`src/design/dwr_pkg.sv`:
```
// ----------------------------------------------------------------------------
// dwr_pkg
// Shared types and constants of the table-driven word recognizer: request
// and result payloads, operation codes, table entry layout, clear sequencer.
// ----------------------------------------------------------------------------
package dwr_pkg;

    localparam int STATE_W  = 6;
    localparam int SYMBOL_W = 8;

    // Request operation codes
    typedef enum logic [1:0] {
        OP_WRITE_TRANS = 2'd0,
        OP_SET_FLAG    = 2'd1,
        OP_FEED        = 2'd2,
        OP_EMPTY_QUERY = 2'd3
    } op_t;

    typedef struct packed {
        op_t                 operation;
        logic [STATE_W-1:0]  source_state;
        logic [SYMBOL_W-1:0] symbol;
        logic [STATE_W-1:0]  target_state;
        logic                accepting_bit;
        logic                word_start;
        logic                word_end;
    } req_t;

    typedef struct packed {
        logic               accepted;
        logic [STATE_W-1:0] last_state;
        logic               no_transition;
    } res_t;

    // One transition table entry
    typedef struct packed {
        logic               valid;
        logic [STATE_W-1:0] target;
    } entry_t;

    // Post-reset clear sequencer
    typedef enum logic {
        CLR_SWEEP = 1'b0,
        CLR_IDLE  = 1'b1
    } clr_state_t;

endpackage

```
`src/design/dwr_clear.sv`:
```
// ----------------------------------------------------------------------------
// dwr_clear
// Clear sequencer: after reset, sweep every table address once, one per
// cycle, then go idle for good.
// ----------------------------------------------------------------------------
module dwr_clear #(
    parameter int DEPTH = 16384
) (
    input  logic                     clk,
    input  logic                     rst_n,
    output logic                     busy,
    output logic [$clog2(DEPTH)-1:0] addr
);

    localparam int ADDR_W = $clog2(DEPTH);
    localparam logic [ADDR_W-1:0] LAST_ADDR = ADDR_W'(DEPTH - 1);

    dwr_pkg::clr_state_t state_reg;
    dwr_pkg::clr_state_t state_next;
    logic [ADDR_W-1:0]   addr_reg;
    logic [ADDR_W-1:0]   addr_next;

    // Next state
    always_comb
    begin
        state_next = state_reg;
        case (state_reg)
            dwr_pkg::CLR_SWEEP:
            begin
                if (addr_reg == LAST_ADDR)
                begin
                    state_next = dwr_pkg::CLR_IDLE;
                end
            end
            dwr_pkg::CLR_IDLE:
            begin
                state_next = dwr_pkg::CLR_IDLE;
            end
            default:
            begin
                state_next = dwr_pkg::CLR_IDLE;
            end
        endcase
    end

    // Outputs and sweep address
    always_comb
    begin
        busy      = 1'b0;
        addr_next = addr_reg;
        case (state_reg)
            dwr_pkg::CLR_SWEEP:
            begin
                busy      = 1'b1;
                addr_next = addr_reg + 1'b1;
            end
            dwr_pkg::CLR_IDLE:
            begin
                busy = 1'b0;
            end
            default:
            begin
                busy = 1'b0;
            end
        endcase
    end

    always_ff @(posedge clk or negedge rst_n)
    begin
        if (!rst_n)
        begin
            state_reg <= dwr_pkg::CLR_SWEEP;
            addr_reg  <= '0;
        end
        else
        begin
            state_reg <= state_next;
            addr_reg  <= addr_next;
        end
    end

    assign addr = addr_reg;

endmodule

```
`config.mk`:
```
export PLATFORM = sky130hd
export DESIGN_NAME = dwr_clear
export DESIGN_NICKNAME = d
export VERILOG_FILES = /design/src/design/dwr_pkg.sv /design/src/design/dwr_clear.sv
export SDC_FILE = /design/constraint.sdc
export NUM_CORES = 1
export LEC_CHECK = 0
export ABC_AREA = 1
export BUFFER_PORTS_ARGS = -buffer_cell sky130_fd_sc_hd__buf_2
export CAP_MARGIN = 20
export CORE_AREA = 2 2 59 61
export CTS_CLUSTER_DIAMETER = 50
export CTS_CLUSTER_SIZE = 40
export DETAILED_ROUTE_END_ITERATION = 8
export DIE_AREA = 0 0 61 63
export MAX_ROUTING_LAYER = met4
export PLACE_DENSITY = 0.41
export REMOVE_ABC_BUFFERS = 1
export SLEW_MARGIN = 10
export SYNTH_ARGS = -nofsm -noshare
export SYNTH_HDL_FRONTEND = slang
export SYNTH_SLANG_ARGS = --single-unit
```
`constraint.sdc`:
```
create_clock -name clk -period 1.5 [get_ports clk]
set_input_delay 0.3 -clock clk [delete_from_list [all_inputs] [get_ports clk]]
set_output_delay 0.3 -clock clk [all_outputs]
set_load 0.1 [all_outputs]
```
=== Word level (Yosys, flattened, before mapping) ===
Index checks and enable logic that the tools add are counted.

* Input bits: 2
* Register bits: 15
* Logic and storage cells: 8

* Bitwise logic cells: 1
* $add $sub $neg: 1
* Eq/ne operators: 1
* Multiplexer cells: 3

{| class="wikitable"
|+ Operator list
! operator !! number
|-
| adder 14 x 1 -> 14 bit, second input constant || 1
|-
| == test 14 bit, second input constant || 1
|-
| one-hot mux 1 bit (2 select lines) || 2
|-
| 2-to-1 mux 1 bit || 1
|-
| inverter 1 bit || 1
|}

=== Longest topological paths before layout ===
Gate-level depths: netlist of run 1.

* Word-level depth: 3
* Gate-level depth with buffers: 7

=== Worst setup path after synthesis of run 1 ===
Ideal clock, no wire load.

* Path kind: flip-flop to flip-flop
* Start: register addr_reg[1] (netlist: addr[1])
* End: register addr_reg[10] (netlist: addr[10])
* Cell stages (with the launch flop): 6
* Clock period less this slack: 1,952 ps
* Slack: -452 ps
* Path buffers: 0
* Required time: 1,341 ps
* Library setup time: 159 ps
* Data arrival time: 1,793 ps
* Cell sequence: dfrtp_1 ha_1 nand3_2 nor2_4 nand3_2 xnor2_1

* Word-level cells in the longest chain between the ends: 1

{| class="wikitable"
|+ Ends and longest elaborated chain
! element !! RTL line !! source
|-
| start: declaration || dwr_clear.sv:20 || <nowiki>logic [ADDR_W-1:0] addr_reg;</nowiki>
|-
| start signal: assignment || dwr_clear.sv:78 || <nowiki>addr_reg <= addr_next;</nowiki>
|-
| adder 14 x 1 -> 14 bit || dwr_clear.sv:55 || <nowiki>addr_next = addr_reg + 1'b1;</nowiki>
|}

No other way between the ends.
A chain may end at the register's enable or synchronous reset.

=== Worst setup path after layout of run 1 ===
* Start: register addr_reg[10] (netlist: addr[10])
* End: output port addr[10]

{| class="wikitable"
|+ RTL lines
! element !! RTL line !! source
|-
| end: declaration || dwr_clear.sv:12 || <nowiki>output logic [$clog2(DEPTH)-1:0] addr</nowiki>
|}

No word-level cell between the ends.

==> qor.yml, run 1 <==
run_status:
  status: "completed"
global_route:
  grt_max_degree: 16
  grt_overflow: 0
  antenna_found_initial: 0
  grt_pass1_vias: 599
  grtUsageTotal_pct: 10.1
  grt_busiest_layer: "met1"
  use_met3_pct: 2.07
  met1_usage_pct: 14.6
  grt_pass1_wl_um: 2810
  global_route.usage.met2_pct: 12.8
placed_design:
  numPortBuffers: 16
  hpwl_um: 1260
  dp.cells: 148
  gp_congestion: 0.808
  dp_worst_setup_slack_ns: 0.228
worst_setup_path:
  worstPathArrival_ns: 1.16
  slowest_delay_ns: 0.45
  cp_max_fo: 4
  critical_path.slowest_cell: "buf_2"
  critPathBufInv: 1
  crit_cells: 1
  r2r_cells: 5
  critPathCaptureType: "output pin"
  path_delay_family: "buffers and inverters"
  reg2reg_slack_ns: 0.21
  required_ns: 1.20
  worstPathCellList: "buf_2"
  startpoint_type: "flop"
  criticalPathCategory: "reg -> out"
floorplan:
  initial_utilization_pct: 24.1
  io_pins: 17
  coreArea_um2: 3230
  die_area_um2: 3840
  die_y_um: 63
  die_w_um: 61
  num_rows: 21
yosys:
  ys_seq_area_share_pct: 48.2
  syn_area_per_cell_um2: 9.06
  synth_most_common_cell: "nand2_1"
  synth_area_leader_cell: "dfrtp_1"
  ys_top_cells_by_count: "nand2_1, dfrtp_1, inv_1, nor2_1"
  synth_edf_count: 0
  synth.distinct_cells: 18
  synth_ff_type: "dfrtp_1"
  syn_area_um2: 779
  synth_top_cell_area_share_pct: 48.2
  synth_cells: 86
  synthTopCellsByArea: "dfrtp_1, nand2_1, xnor2_1, inv_1, nor2_4"
  yosysWarnings: 0
  synthArstFlopShare_pct: 100
  synth_seq_cells: 15
clock_tree:
  clk_pin_slew_worst_paths_ns: 0.09
  cts_max_level: 1
  cts_buffers: 3
  clock-root-buffer: "clkbuf_4"
  clock_latency_ns: 0.29
  cts_max_path_buffers: 2
  cts_tree: "done"
  clock-sinks: 15
pwr:
  p_leak_uw: 0.000532
  power_density_nw_per_um2: 634
  vdd_drop_max_mv: 0.269
drt:
  viasPerCell: 4.09
  drcViolationCount: 0
  num_vias: 626
  drt_iter0_drc: 12
  wirelength_um: 1580
  wl_per_cell_um: 10.3
  drtPass1Iterations: 4
  ant_nets: 0
final_layout:
  largest_register_ffs: 14
  nNetsFinal: 111
  area_growth_pct: 31.9
  diodes: 0
  final_core_util_pct: 31.8
  drive_above_1_share_pct: 29.9
  finalNonFillerCells: 153
min_path:
  hold_class: "in -> async"
sta:
  min_period_over_period_pct: 97.1
  setup_viol: 0
  tns_ns: 0
  finalMaxSlewViolations: 0
  worst_pin_slew_ns: 0.490
  fin_ws_ns: 0.0431
  final-hold-violation-count: 0
  finClkSkew_ns: 0.00221
  max_freq_mhz: 686
  hold_slack_ns: 0.452
  rsz0062_at_grt: "false"
  slew_headroom_pct: 67.6
  finalCriticalPeriod_ns: 1.46
job:
  max-cap-violations: 0
layout make-up:
| cell class | count | area, um2 |
|---|---|---|
| fillers | 363 | 2200 |
| clock buffers | 4 | 26.3 |
| flip-flops and latches | 15 | 375 |
| well taps | 46 | 57.6 |
| multi-input cells | 58 | 353 |
| repair buffers | 17 | 165 |
| inverters | 13 | 51.3 |
through the flow:
stage          power [uW]  instance area [um2]
3_5_place_dp          422                  977
4_1_cts               663                 1010
3_3_place_gp          422                  977
2_1_floorplan         412                  779
5_1_grt               678                 1030
6_report              652                 1030
kinds of logic (layout without fill, tap and decap cells):
| logic type | count (synthesis) | in the layout | share of synthesized area [%] |
|---|---|---|---|
| xor gates and xnor gates | 8 | 8 | 8.99 |
| buffers and inverters | 13 | 34 | 6.58 |
| and+or+nand+nor | 48 | 48 | 33.7 |
| DFF | 15 | 15 | 48.2 |
| adders and majority gates | 1 | 1 | 1.60 |
| AOI/OAI and AO/OA | 1 | 1 | 0.963 |
worst paths after layout:
| check | from | endpoint |
|---|---|---|
| setup / recovery | addr[10] | addr[10] |
| max in group asynchronous | rst_n | addr[8] |
| hold reg to reg | addr[7] | addr[7] |
| min in group clk | addr[7] | addr[7] |
| hold / removal | rst_n | addr[4] |
| setup reg to reg | addr[0] | addr[10] |
report_power, final:
part	leakage [uW]	internal (uW)	total, uW	switching [uW]
Sequential	0.000195	404	404	0
Combinational	0.000322	2.65	11.0	8.35
Clock	0.0000150	103	237	133
Total	0.000532	510	652	142
repair_timing:
action / 4_1_cts / 5_1_grt
endpoints found under the setup margin: 0 / 6
hold endpoints to repair: 15 / 0
gates resized for setup: 0 / 6
hold buffers: 1 / 0
setup buffers: 0 / 0
cells in the final DEF, fill, tap and decap left out:
| cell type | count |
|---|---|
| inv_1 | 10 |
| ha_1 | 1 |
| clkbuf_4 | 9 |
| nor2_4 | 3 |
| nand3_2 | 3 |
| inv_4 | 1 |
| nor2_1 | 7 |
| dfrtp_1 | 15 |
| nand2_4 | 1 |
| nand2_1 | 23 |
| dlygate4sd3_1 | 1 |
| nand2_2 | 2 |
| xnor2_1 | 5 |
| nand3_1 | 2 |
| xor2_1 | 3 |
| clkbuf_1 | 1 |
| buf_12 | 4 |
| inv_2 | 2 |
| nor3_1 | 1 |
| nor3_4 | 1 |
| nand4_1 | 5 |
| buf_2 | 6 |
| a21o_1 | 1 |
per-layer routing:
layer  vias to the layer above  part of all wire, %
li1                        311                    -
met1                       289                   49
met2                        21                   43
met3                         5                  5.1
met4                         0                  2.9
met5                         -                    0
Note: power is estimated with default switching activity, not from simulation.
==> run 2: changes to the inputs <==
--- a/config.mk
+++ b/config.mk
@@ -5,17 +5,17 @@
 export SDC_FILE = /design/constraint.sdc
 export NUM_CORES = 1
 export LEC_CHECK = 0
-export ABC_AREA = 1
 export BUFFER_PORTS_ARGS = -buffer_cell sky130_fd_sc_hd__buf_2
 export CAP_MARGIN = 20
-export CORE_AREA = 2 2 59 61
+export CORE_AREA = 2 2 57 59
 export CTS_CLUSTER_DIAMETER = 50
 export CTS_CLUSTER_SIZE = 40
 export DETAILED_ROUTE_END_ITERATION = 8
-export DIE_AREA = 0 0 61 63
+export DIE_AREA = 0 0 59 61
 export MAX_ROUTING_LAYER = met4
-export PLACE_DENSITY = 0.41
+export PLACE_DENSITY = 0.42
 export REMOVE_ABC_BUFFERS = 1
+export SKIP_LAST_GASP = 1
 export SLEW_MARGIN = 10
 export SYNTH_ARGS = -nofsm -noshare
 export SYNTH_HDL_FRONTEND = slang
==> qor.yml, run 2 <==
run_status:
  status: "completed"  # unchanged
global_route:
  grt_pass1_wl_um: 2600  # was 2810 um
  antenna_found_initial: 0  # unchanged
  grt_pass1_vias: 530  # was 599
  grt_overflow: 0  # unchanged
  grt_max_degree: 16  # unchanged
  grtUsageTotal_pct: 10.6  # was 10.1%
sta:
  max_freq_mhz: 691  # was 686 MHz
  worst_pin_slew_ns: 0.484  # was 0.490 ns
  hold_slack_ns: 0.435  # was 0.452 ns
  finalCriticalPeriod_ns: 1.45  # was 1.46 ns
  slew_headroom_pct: 67.9  # was 67.6%
  min_period_over_period_pct: 96.4  # was 97.1%
  final-hold-violation-count: 0  # unchanged
  fin_ws_ns: 0.0533  # was 0.0431 ns
  setup_viol: 0  # unchanged
  finalMaxSlewViolations: 0  # unchanged
  tns_ns: 0  # unchanged
  finClkSkew_ns: 0.00778  # was 0.00221 ns
  rsz0062_at_grt: "false"  # unchanged
final_layout:
  largest_register_ffs: 14  # unchanged
  nNetsFinal: 83  # was 111
  layout_commonest_cell: "dfrtp_1"  # was nand2_1
  fin_area_um2: 1020  # was 1030 um2
  area_growth_pct: 40.3  # was 31.9%
  final_cell_mix: "dfrtp_1, xor2_1, buf_12, xnor2_1, clkbuf_4"  # was nand2_1, dfrtp_1, inv_1, clkbuf_4, nor2_1
  drive_above_1_share_pct: 40.5  # was 29.9%
  diodes: 0  # unchanged
yosys:
  synth_mux_area_share_pct: 1.55  # was 0%
  synth_area_leader_cell: "dfrtp_1"  # unchanged
  yosysWarnings: 0  # unchanged
  synth_top_family_by_area: "simple AND/OR/NAND/NOR gates"  # unchanged
  synth_top_cell_area_share_pct: 51.7  # was 48.2%
  syn_area_per_cell_um2: 13.0  # was 9.06 um2
  synth_ff_type: "dfrtp_1"  # unchanged
  syn_area_um2: 726  # was 779 um2
  synth_cells: 56  # was 86
  synth-compound-area-share_pct: 1.21  # was 0.963%
  synth.distinct_cells: 19  # was 18
  ys_seq_area_share_pct: 51.7  # was 48.2%
  synth-xor-area-share_pct: 15.7  # was 8.99%
  synthAdderAreaFrac_pct: 1.72  # was 1.61%
  synthArstFlopShare_pct: 100  # unchanged
  synth_edf_count: 0  # unchanged
  synthSimpleGateAreaFrac_pct: 26.6  # was 33.7%
  ys_top_cells_by_count: "dfrtp_1, xor2_1, xnor2_1, nor4_2"  # was nand2_1, dfrtp_1, inv_1, nor2_1
  synthTopCellsByArea: "dfrtp_1, xor2_1, xnor2_1, nor4_2, nand4b_4"  # was dfrtp_1, nand2_1, xnor2_1, inv_1, nor2_4
  synth_seq_cells: 15  # unchanged
  synth_most_common_cell: "dfrtp_1"  # was nand2_1
floorplan:
  initial_utilization_pct: 24.6  # was 24.1%
  die_area_um2: 3600  # was 3840 um2
  die_w_um: 59  # was 61 um
  num_rows: 20  # was 21
  io_pins: 17  # unchanged
  coreArea_um2: 2950  # was 3230 um2
  die_y_um: 61  # was 63 um
clock_tree:
  clock-root-buffer: "clkbuf_4"  # unchanged
  cts_buffers: 3  # unchanged
  clock-sinks: 15  # unchanged
  cts_max_path_buffers: 2  # unchanged
  cts_tree: "done"  # unchanged
  clk_pin_slew_worst_paths_ns: 0.10  # was 0.09 ns
  postCtsSetupRepairBufs: 0  # unchanged
  cts_max_level: 1  # unchanged
  clock_latency_ns: 0.29  # about the same
worst_setup_path:
  slowest_delay_ns: 0.44  # was 0.45 ns
  required_ns: 1.20  # about the same
  critPathBufInv: 1  # unchanged
  critical_path.slowest_cell: "buf_2"  # unchanged
  cp_max_fo: 3  # was 4
  critPathCaptureType: "output pin"  # unchanged
  worstPathArrival_ns: 1.15  # was 1.16 ns
  startpoint_type: "flop"  # unchanged
  path_delay_family: "buffers and inverters"  # unchanged
  worstPathCellList: "buf_2"  # unchanged
  criticalPathCategory: "reg -> out"  # unchanged
drt:
  drt_iter0_drc: 12  # unchanged
  wirelength_um: 1590  # was 1580 um
  viasPerCell: 4.56  # was 4.09
  wl_per_cell_um: 14.2  # was 10.3 um
  num_vias: 511  # was 626
  ant_nets: 0  # unchanged
  drcViolationCount: 0  # unchanged
  drtPass1Iterations: 3  # was 4
placed_design:
  place_area_um2: 967  # was 977 um2
  dp_worst_setup_slack_ns: 0.193  # was 0.228 ns
  numPortBuffers: 16  # unchanged
  gp_congestion: 0.679  # was 0.808
pwr:
  p_leak_uw: 0.000525  # was 0.000532 uW
  power_density_nw_per_um2: 651  # was 634 nW/um2
  p_total_uw: 663  # was 652 uW
  vdd_drop_max_mv: 0.164  # was 0.269 mV
job:
  max-cap-violations: 0  # unchanged
min_path:
  hold_class: "in -> async"  # unchanged
-- run 2: kinds of logic after synthesis --
family	Yosys count
flip-flops	15
multiplexers	1
AO/OA/AOI/OAI	1
buffers and inverters	3
adder cells (fa/ha/maj)	1
AND/OR/NAND/NOR	22
XOR/XNOR	13
-- run 2: cell type report --
cell class	count	area [um2]
multi-input cells	38	339
fillers	310	1930
repair buffers	19	225
clock buffers	4	26.3
inverters	3	11.3
flip-flops and latches	15	375
well taps	33	41.3
-- run 2: power breakdown --
part           internal [uW]  switching (uW)  total [uW]
Clock                    104             144         248
Combinational           2.63            8.42        11.1
Sequential               404               0         404
-- run 2: repair_timing --
| item | 4_1_cts | 5_1_grt |
|---|---|---|
| hold endpoints to repair | 15 | 0 |
| endpoints found under the setup margin | 3 | 3 |
| hold buffers | 1 | 0 |
| gates cloned | 0 | 0 |
| resized for setup | 3 | 3 |
-- run 2: final timing paths --
| check | start | end | slack, ns | cells past startpoint |
|---|---|---|---|---|
| min in group clk | addr[13] | addr[13] | 0.51 | 1 |
| min | rst_n | addr[7] | 0.43 | 2 |
| max in group asynchronous | rst_n | addr[1] | 0.80 | 2 |
| max reg2reg | addr[0] | addr[10] | 0.19 | 4 |
| min reg2reg | addr[13] | addr[13] | 0.51 | 1 |
| max | addr[11] | addr[11] | 0.05 | 1 |
-- run 2: metal layers --
layer  vias to the layer above  GRT usage [%]  share of wire, %
met2                        12           16.3                48
li1                        243              -                 -
met5                         -              -                 0
met3                         5           1.92               2.7
met4                         0           7.79               3.2
met1                       251           12.3                46
-- run 2: stage by stage --
step / util, % / instances
2_1_floorplan: - / 56
3_3_place_gp: 32.8 / 107
3_5_place_dp: 32.8 / 107
4_1_cts: 34.2 / 112
5_1_grt: 34.5 / 112
6_report: 34.5 / 112
==> run 3: changes to the inputs <==
==> constraint.sdc (replaced) <==
create_clock -name clk -period 1.4 [get_ports clk]
set_input_delay 0.28 -clock clk [delete_from_list [all_inputs] [get_ports clk]]
set_output_delay 0.28 -clock clk [all_outputs]
set_load 0.1 [all_outputs]
==> qor.yml, run 3 (synthesis gave the netlist of run 2 again) <==
clock_tree:
  clk_pin_slew_worst_paths_ns: 0.09  # was 0.10 ns
  cts_max_path_buffers: 2  # unchanged
  clock_latency_ns: 0.28  # was 0.29 ns
  cts_tree: "done"  # unchanged
  clock-sinks: 15  # unchanged
  postCtsSetupRepairBufs: 0  # unchanged
  cts_max_level: 1  # unchanged
  cts_buffers: 3  # unchanged
  clock-root-buffer: "clkbuf_4"  # unchanged
final_layout:
  diodes: 0  # unchanged
  area_growth_pct: 63.1  # was 40.3%
  drive_above_1_share_pct: 47.1  # was 40.5%
  finalNonFillerCells: 120  # was 112
  nNetsFinal: 91  # was 83
  final_core_util_pct: 40.1  # was 34.5%
  final_cell_mix: "dfrtp_1, buf_12, buf_4, xor2_1, xnor2_1"  # was dfrtp_1, xor2_1, buf_12, xnor2_1, clkbuf_4
  largest_register_ffs: 14  # unchanged
global_route:
  grt_overflow: 0  # unchanged
  grt_max_degree: 16  # unchanged
  antenna_found_initial: 0  # unchanged
  grt_pass1_vias: 533  # was 530
  grtUsageTotal_pct: 9.95  # was 10.6%
  grt_pass1_wl_um: 2500  # was 2600 um
pwr:
  p_leak_uw: 0.000594  # was 0.000525 uW
  vdd_drop_max_mv: 0.399  # was 0.164 mV
  power_density_nw_per_um2: 581  # was 651 nW/um2
placed_design:
  dp.cells: 115  # was 107
  numPortBuffers: 16  # unchanged
  gp_congestion: 0.696  # was 0.679
  hpwl_um: 1200
worst_setup_path:
  critPathCaptureType: "output pin"  # unchanged
  cp_max_fo: 4  # was 3
  startpoint_type: "flop"  # unchanged
  criticalPathCategory: "reg -> out"  # unchanged
  required_ns: 1.12  # was 1.20 ns
  worstPathArrival_ns: 1.08  # was 1.15 ns
floorplan:
  num_rows: 20  # unchanged
  coreArea_um2: 2950  # unchanged
  io_pins: 17  # unchanged
  die_y_um: 61  # unchanged
  die_area_um2: 3600  # unchanged
  die_w_um: 59  # unchanged
  initial_utilization_pct: 24.6  # unchanged
drt:
  num_vias: 540  # was 511
  wl_per_cell_um: 12.8  # was 14.2 um
  ant_nets: 0  # unchanged
  viasPerCell: 4.50  # was 4.56
  drtPass1Iterations: 4  # was 3
  wirelength_um: 1530  # was 1590 um
  drcViolationCount: 0  # unchanged
  drt_iter0_drc: 6  # was 12
sta:
  rsz0062_at_grt: "false"  # unchanged
  slew_headroom_pct: 76.9  # was 67.9%
  worst_pin_slew_ns: 0.347  # was 0.484 ns
  finalMaxSlewViolations: 0  # unchanged
  finalCriticalPeriod_ns: 1.36
  final-hold-violation-count: 0  # unchanged
  min_period_over_period_pct: 96.8
  finClkSkew_ns: 0.00438  # was 0.00778 ns
  tns_ns: 0  # unchanged
  max_freq_mhz: 738
  setup_viol: 0  # unchanged
min_path:
  hold_class: "in -> async"  # unchanged
job:
  max-cap-violations: 0  # unchanged
run_status:
  status: "completed"  # unchanged
## run 3: area by class of cell
cell class,count,area (um2)
clock buffer,4,26.3
fill,293,1770
inverter,3,11.3
multi-input combinational,38,339
sequential,15,375
tap,33,41.3
timing repair buffer,27,390
## run 3: through the flow
stage | cell area (um2) | power [uW] | hold slack, ns | worst slack (ns)
floorplan | 726 | 442 | -0.0156 | -0.643
global placement | 1150 | 452 | 0.209 | 0.160
detailed placement | 1150 | 452 | 0.211 | 0.140
CTS | 1180 | 709 | 0.432 | 0.0184
global route | 1180 | 719 | 0.454 | 0.00118
finish | 1180 | 687 | 0.424 | 0.0441
## run 3: worst paths after layout
kind / depth (start not counted) / to / slack [ns] / startpoint
hold reg to reg: 1 / addr[10] / 0.53 / addr[10]
max in group asynchronous: 2 / addr[10] / 0.72 / rst_n
setup reg to reg: 4 / addr[10] / 0.13 / addr[0]
setup / recovery: 2 / addr[2] / 0.04 / addr[2]
hold / removal: 2 / addr[13] / 0.42 / rst_n
min in group clk: 1 / addr[10] / 0.53 / addr[10]
## run 3: worst max-delay path, stage by stage (launching register included)
cell and delay (ns):
dfrtp_1 0.45, buf_4 0.17, buf_12 0.17
## run 3: where the power goes
part | switching [uW] | total (uW) | internal (uW)
Clock | 133 | 243 | 111
Sequential | 0 | 433 | 433
Combinational | 8.58 | 11.4 | 2.82
Total | 141 | 687 | 546
## run 3: repair_timing
action / CTS / global route
endpoints found under the hold margin: 15 / 0
resized for setup: 0 / 1
setup endpoints to repair: 0 / 1
hold buffers: 1 / 0
## run 3: routing by layer
metal,track usage (%),vias up,share of wire [%]
met2,15.6,16,49
met3,3.20,2,4.5
met1,11.9,260,45
li1,-,262,-
met5,-,-,0
met4,3.90,0,1.8
